$ cat src/sv/wor_pkg.sv
// Package for the wormhole output reserver.
// Holds the switch size, field widths and the request register type; no dependencies.
package wor_pkg;

  localparam int NUM_OUTPUTS = 8;
  localparam int NUM_INPUTS  = 16;

  localparam int ID_W   = $clog2(NUM_INPUTS);
  localparam int PORT_W = $clog2(NUM_OUTPUTS);

  typedef logic [ID_W-1:0]   input_id_t;
  typedef logic [PORT_W-1:0] port_t;

  typedef struct packed {
    input_id_t input_id;
    logic      last_flit;
    logic      round_start;
  } req_t;

endpackage

$ cat src/sv/wormhole_output_reserver.sv
// Wormhole output reserver: a switch output allocator with per-output reservations.
// Depends on wor_pkg for the switch size, field widths and the request register type.
// A request is captured in the input register; its result is then loaded into the result register that drives done.
// Throughput: one request per cycle; busy stays low, because the reservation
// table and round mask update at the same edge that loads the result register.
// Reset (rst, synchronous) frees every reservation and clears the round mask.
module wormhole_output_reserver (
  input  logic                  clk,
  input  logic                  rst,
  input  logic                  start,
  output logic                  busy,
  input  wor_pkg::input_id_t    input_id,
  input  logic                  last_flit,
  input  logic                  round_start,
  output logic                  done,
  output logic                  granted,
  output wor_pkg::port_t        output_port
);
  import wor_pkg::*;

  localparam int IDX_W = PORT_W;

  logic                   req_valid;
  req_t                   req;

  logic [NUM_OUTPUTS-1:0] res_valid;
  input_id_t              res_owner [NUM_OUTPUTS];
  logic [NUM_OUTPUTS-1:0] used;

  logic [NUM_OUTPUTS-1:0] used_base;
  logic [NUM_OUTPUTS-1:0] own_hit;
  logic [NUM_OUTPUTS-1:0] free_vec;
  logic [IDX_W-1:0]       own_idx;
  logic [IDX_W-1:0]       free_idx;
  logic                   id_ok;
  logic                   grant_next;
  logic [IDX_W-1:0]       grant_idx;
  logic                   take_own;
  logic [NUM_OUTPUTS-1:0] used_next;

  assign busy = 1'b0;

  // Input register.
  always_ff @(posedge clk) begin
    if (rst) begin
      req_valid <= 1'b0;
    end else begin
      req_valid <= start && !busy;
    end
    if (start && !busy) begin
      req.input_id    <= input_id;
      req.last_flit   <= last_flit;
      req.round_start <= round_start;
    end
  end

  // Parallel compares over the reservation table and lowest-index selection.
  always_comb begin
    used_base = req.round_start ? '0 : used;
    id_ok     = int'(req.input_id) < NUM_INPUTS;
    own_idx   = '0;
    free_idx  = '0;
    for (int i = 0; i < NUM_OUTPUTS; i++) begin
      own_hit[i]  = res_valid[i] && (res_owner[i] == req.input_id);
      free_vec[i] = !res_valid[i] && !used_base[i];
    end
    for (int i = NUM_OUTPUTS - 1; i >= 0; i--) begin
      if (own_hit[i]) begin
        own_idx = IDX_W'(i);
      end
      if (free_vec[i]) begin
        free_idx = IDX_W'(i);
      end
    end
    take_own   = |own_hit;
    grant_idx  = take_own ? own_idx : free_idx;
    // An owning input that already used its output this round waits; it never
    // falls back to a free output.
    if (!id_ok) begin
      grant_next = 1'b0;
    end else if (take_own) begin
      grant_next = !used_base[own_idx];
    end else begin
      grant_next = |free_vec;
    end
    used_next = used_base;
    if (grant_next) begin
      used_next[grant_idx] = 1'b1;
    end
  end

  // Table, round mask and result register.
  always_ff @(posedge clk) begin
    if (rst) begin
      res_valid   <= '0;
      used        <= '0;
      done        <= 1'b0;
      granted     <= 1'b0;
      output_port <= '0;
    end else begin
      done <= req_valid;
      if (req_valid) begin
        used        <= used_next;
        granted     <= grant_next;
        output_port <= grant_next ? grant_idx : '0;
        if (grant_next) begin
          if (take_own && req.last_flit) begin
            res_valid[grant_idx] <= 1'b0;
          end else if (!take_own && !req.last_flit) begin
            res_valid[grant_idx] <= 1'b1;
          end
        end
      end
    end
  end

  always_ff @(posedge clk) begin
    if (req_valid && grant_next && !take_own && !req.last_flit) begin
      res_owner[grant_idx] <= req.input_id;
    end
  end

endmodule

$ cat config.mk
export PLATFORM = sky130hd
export DESIGN_NAME = wormhole_output_reserver
export DESIGN_NICKNAME = d
export VERILOG_FILES = /design/src/sv/wor_pkg.sv /design/src/sv/wormhole_output_reserver.sv
export SDC_FILE = /design/constraint.sdc
export NUM_CORES = 1
export LEC_CHECK = 0
export ABC_CLOCK_PERIOD_IN_PS = 6300
export BUFFER_PORTS_ARGS = -buffer_cell sky130_fd_sc_hd__buf_4
export CORE_ASPECT_RATIO = 1.75
export CORE_UTILIZATION = 60
export DETAILED_ROUTE_END_ITERATION = 10
export GPL_ROUTABILITY_DRIVEN = 0
export GPL_TIMING_DRIVEN = 1
export PLACE_DENSITY = 0.78
export REMOVE_ABC_BUFFERS = 1
export SYNTH_ARGS = -nofsm -noshare
export SYNTH_HDL_FRONTEND = slang
export SYNTH_SLANG_ARGS = --single-unit
$ cat constraint.sdc
create_clock -name clk -period 6.3 [get_ports clk]
set_input_delay 0.63 -clock clk [delete_from_list [all_inputs] [get_ports clk]]
set_output_delay 0.63 -clock clk [all_outputs]
set_load 0.005 [all_outputs]
==> metrics.yaml, run 1 <==
critical_path:
  startpoint_type: "flop"
  critPathCaptureType: "flop"
  critical-path-max-stage-delay_ps: 890
  cp_common_cell: "and2_1"
  crit_chain: "xor2_1 -> nor4_1 -> or2_1 -> o21ai_1 -> a21oi_1 -> and2_1 -> and2_1"
  cp.required_ps: 6340
  cp_num_buf_inv: 0
  reg2reg_slack_ps: 2620
  cp_top_family: "simple AND/OR/NAND/NOR gates"
  startpoint: "req[4]"
  path_class: "flop to flop"
  r2r_start: "req[4]"
  worstPathArrival_ps: 3720
  crit_fanout: 16
  crit_slowest_cell: "a21oi_1"
clocking:
  clk_latency_ps: 350
  h-tree-depth: 3
  cts_root_buffer: "clkbuf_8"
  postCtsHoldBufs: 0
  numCtsBuffers: 9
  clockBufferDepth: 2
  cts_resized: 0
  cts_tree: "yes"
  cts_setup_buffers: 0
  clock-sinks: 60
  clk_pin_slew_ps: 60
timing:
  hold_viol_final: 0
  clock_skew_ps: 5.85
  layout_min_cycle_time_ps: 3680
  slew_violations: 0
  period_share_pct: 58.4
  setup_violations: 0
  fmax_ghz: 0.272
  slew-limit-headroom_pct: 28.6
  tns_ps: 0
  grt_setup_unrepaired: "no"
  worst_pin_slew_ps: 1070
logic_synthesis:
  synth_seq_cells: 60
  syn-instance-count: 258
  yosysMostFrequentCell: "edfxtp_1"
  synth_area_leader_cell: "edfxtp_1"
  synth-edff-count: 38
  synth_top_area_share_pct: 37.8
  ys_top_cells_by_count: "edfxtp_1 (38), nor2_1 (23), xor2_1 (23)"
  synth_flop_cell: "edfxtp_1"
  avgSynthCellArea_sq_um: 11.7
  async_reset_ff_share_pct: 0
  yosysWarnings: 0
  seq_area_frac_synth_pct: 52.4
  netlist_top_cells_area: "edfxtp_1 (38%), dfxtp_1 (15%), xor2_1 (6.7%)"
  syn_area_sq_mm: 0.00302
  synthDistinctLibCells: 58
place:
  placed_area_sq_mm: 0.00308
  dp.cells: 310
  port_buffers: 13
  dp_hpwl_microns: 4460
power:
  ir_drop_mv: 0.256
  power_density_mw_per_mm2: 240
  leakage_nw: 1.16
floorplan:
  die_area_sq_mm: 0.00532
  num_rows: 33
  die_h_microns: 95.8
  core_sq_mm: 0.00475
  start_util_pct: 63.5
  io_pins: 15
  die_x_microns: 55.6
layout:
  final_core_util_pct: 68.2
  syn_to_final_growth_pct: 7.39
  n_antenna_cell: 0
  nNetsFinal: 279
  drive_gt1_share_pct: 17.6
  fin_area_sq_mm: 0.00324
  layout.cells.non_filler: 325
detailed_routing:
  wl_met3_microns: 216
  drc: 0
  top_layer: "met4"
  drt-initial-drc-count: 65
  drt-met1-wl_microns: 2470
  wl_met2_microns: 3140
  drt_wl_total_microns: 6080
  vias_per_cell: 6.22
  ant_nets: 0
  wl_per_cell_microns: 18.7
  firstDrtPassIters: 4
  num_vias: 2023
global_route:
  grt_pass1_vias: 1990
  grt_max_degree: 24
  overflow: 0
  antenna_found_initial: 0
  grt_pass1_wl_microns: 9730
  grt_usage_pct: 24.9
flow_run:
  maxCapViolCount: 0
run_status:
  outcome: "completed"
min_path:
  min-delay-start: "used[3]"
  holdCritPathClass: "flop to flop"
-- layer usage --
layer	track usage [%]	up-vias
met3	7.39	20
met5	0	-
li1	-	967
met1	26.2	981
met2	43.4	55
met4	15.8	0
-- cells by family after synthesis --
| group | count (synthesis) | share of synthesized area [%] |
|---|---|---|
| AOI/OAI and AO/OA | 41 | 11.2 |
| xor gates and xnor gates | 32 | 9.29 |
| adders and majority gates | 1 | 0.415 |
| buffers and inverters | 15 | 3.49 |
| DFF | 60 | 52.4 |
| muxes | 7 | 2.37 |
| other | 1 | 0.124 |
| and+or+nand+nor | 101 | 20.6 |
-- cell usage in the layout, fill, tap and decap left out, types with 3 or more instances in the layout --
cell      synthesis  layout
edfxtp_1         38      38
xor2_1           23      23
nor2_1           23      23
dfxtp_1          22      22
nand2_1          16      16
buf_4             2      13
a21oi_1          12      12
xnor2_1           9       9
nand2b_1          9       9
clkbuf_8          0       9
nor4_1            7       7
nor3_1            6       6
nor2b_1           6       6
mux2i_1           6       6
nand4_1           5       5
a32oi_1           5       5
nand3_1           4       4
nor4_4            3       3
o22ai_1           3       3
and2_1            3       3
a22oi_1           3       3
clkinv_2          0       3
-- path summary, 6_finish.rpt --
kind / endpoint / cells past startpoint
setup / recovery: res_owner[6][2] / 7
hold / removal: used[3] / 2
setup reg to reg: res_owner[6][2] / 7
hold reg to reg: used[3] / 2
-- area by class of cell --
type | count | area [sq um]
sequential | 60 | 1580
fill | 367 | 1510
multi-input combinational | 183 | 1330
clock buffer | 10 | 128
timing repair buffer | 13 | 97.6
tap | 52 | 65.1
clock inverter | 5 | 30.0
inverter | 2 | 7.51
-- metrics by stage --
stage,worst slack [ps],power (mW),hold slack (ps)
after floorplan,3280,0.484,426
after global placement,2670,0.505,441
after detailed placement,2610,0.506,444
after CTS,2590,0.783,452
after global routing,2380,0.803,447
final,2620,0.778,452
-- worst min-delay path: stages, from the launching register on --
cell     delay [ps]
dfxtp_1         300
nand2_1          50
a21oi_1          50
-- power by group --
group / total (mW) / switching [mW] / internal (mW)
logic: 0.0547 / 0.0322 / 0.0225
clock network: 0.279 / 0.142 / 0.138
registers: 0.444 / 0.0161 / 0.428
total: 0.778 / 0.190 / 0.588
Note: power is estimated with default switching activity, not from simulation.
==> inputs of run 2 (changes only) <==
ABC_CLOCK_PERIOD_IN_PS = 3450   (was 6300)
clock period = 3.45 ns   (was 6.3 ns; I/O delays follow)
==> run 2 against run 1 <==
Against the previous run:
- global-route usage grew 2.6 points
- highest routed layer unchanged
- flip-flop and latch count is the same
- routed wire length is 8.7% higher
- clock power grew 110%
- via count is 4.2% higher
- clock-buffer cell count increased by 2
- non-clock buffer count grew 15
- cell count up 4.9%
- largest power group unchanged
- sequential share of layout area fell by 2.7 points
==> metrics.yaml, run 2 (synthesis gave the netlist of run 1 again) <==
run_status:
  outcome: "completed"
global_route:
  overflow: 0
  met3_usage_pct: 4.97
  grt_pass1_wl_microns: 10400
  grt_max_degree: 24
  antenna_found_initial: 0
  met2_usage_pct: 48.1
  grt_pass1_vias: 2061
  grt.busiest_layer: "met2"
  grt_util_met1_pct: 29.6
  grt_usage_pct: 27.6
critical_path:
  cp_common_cell: "buf_4"
  worstPathArrival_ps: 3350
  path_class: "flop to flop"
  startpoint_type: "flop"
  critical-path-max-stage-delay_ps: 650
  cp.required_ps: 3510
  cp_num_buf_inv: 2
  critPathCaptureType: "flop"
  cp_top_family: "simple AND/OR/NAND/NOR gates"
  crit_fanout: 12
  crit_slowest_cell: "or4b_1"
  crit_chain: "buf_4 -> xor2_1 -> nor3_1 -> and3_4 -> nor2_1 -> nand3_4 -> or4b_1 -> nor4_1 -> buf_4"
clocking:
  clockBufferDepth: 2
  cts_root_buffer: "clkbuf_8"
  clk_pin_slew_ps: 60
  h-tree-depth: 3
  numCtsBuffers: 9
  clock-sinks: 60
  clk_latency_ps: 340
  cts_tree: "yes"
  postCtsHoldBufs: 0
detailed_routing:
  ant_nets: 0
  vias_per_cell: 6.18
  drt_wl_total_microns: 6600
  drc: 0
  drt-initial-drc-count: 97
  firstDrtPassIters: 4
  wl_per_cell_microns: 19.4
  num_vias: 2108
timing:
  setup_violations: 0
  slew_violations: 0
  hold_ws_ps: 186
  hold_viol_final: 0
  grt_setup_unrepaired: "no"
  worst_pin_slew_ps: 733
  fmax_ghz: 0.303
  tns_ps: 0
  period_share_pct: 95.5
  layout_min_cycle_time_ps: 3300
  clock_skew_ps: 10.0
  slew-limit-headroom_pct: 50.8
layout:
  n_antenna_cell: 0
  final_core_util_pct: 72.2
  nNetsFinal: 294
  layout_commonest_cell: "edfxtp_1"
  fillers: 335
  final_cell_mix: "edfxtp_1 (38), buf_4 (25), xor2_1 (23), nor2_1 (23), dfxtp_1 (22)"
  syn_to_final_growth_pct: 13.7
  layout.cells.non_filler: 341
  drive_gt1_share_pct: 21.8
floorplan:
  core_sq_mm: 0.00475
  num_rows: 33
  io_pins: 15
  die_x_microns: 55.6
  start_util_pct: 63.5
  die_area_sq_mm: 0.00532
  die_h_microns: 95.8
min_path:
  holdCritPathClass: "primary input to flop"
power:
  fin_total_pwr_mw: 1.51
  ir_drop_mv: 0.432
  power_density_mw_per_mm2: 441
  leakage_nw: 1.26
place:
  dp_hpwl_microns: 4830
  dp.cells: 321
  port_buffers: 13
flow_run:
  maxCapViolCount: 0
## run 2: area by class of cell
type | count | area (sq um) | area share (%)
inverters | 2 | 7.51 | 0.219
repair buffers | 28 | 248 | 7.22
clock buffers | 12 | 166 | 4.85
clock inverters | 4 | 21.3 | 0.620
multi-input cells | 183 | 1340 | 39.1
well taps | 52 | 65.1 | 1.90
flip-flops and latches | 60 | 1580 | 46.1
## run 2: layer usage
layer,up-vias,part of all wire [%]
li1,999,-
met1,1024,37
met2,62,55
met3,23,3.6
met4,0,4.6
met5,-,0
## run 2: per-stage QoR
| stage | setup WS (ps) | cell area [sq um] |
|---|---|---|
| finish | 155 | 3430 |
| CTS | 68.8 | 3350 |
| global placement | 160 | 3160 |
| global route | 28.2 | 3430 |
| floorplan | 430 | 2920 |
| detailed placement | 73.4 | 3160 |
## run 2: worst reg2reg max path: cells and delay by family (launching register included)
family / cells / cell delay [ps]
xor+xnor: 1 / 210
flops: 1 / 480
simple gates: 6 / 1870
buf+inv: 2 / 460
## run 2: worst paths after layout
path | startpoint | cells past startpoint | endpoint | slack, ps
worst max register to register | req[3] | 9 | res_owner[5][0] | 150
worst min register to register | granted | 2 | granted | 470
worst max-delay path | req[3] | 9 | res_owner[5][0] | 150
worst min-delay path | round_start | 1 | req[0] | 190
## run 2: power by group
group	leakage, nW	switching [mW]	internal (mW)
combinational	0.644	0.0829	0.0593
clock	0.0949	0.259	0.319
sequential	0.525	0.0123	0.780
## run 2: timing repair
item,CTS,global route
setup endpoints to repair,0,14
buffers inserted,0,4
gates resized for setup,0,1
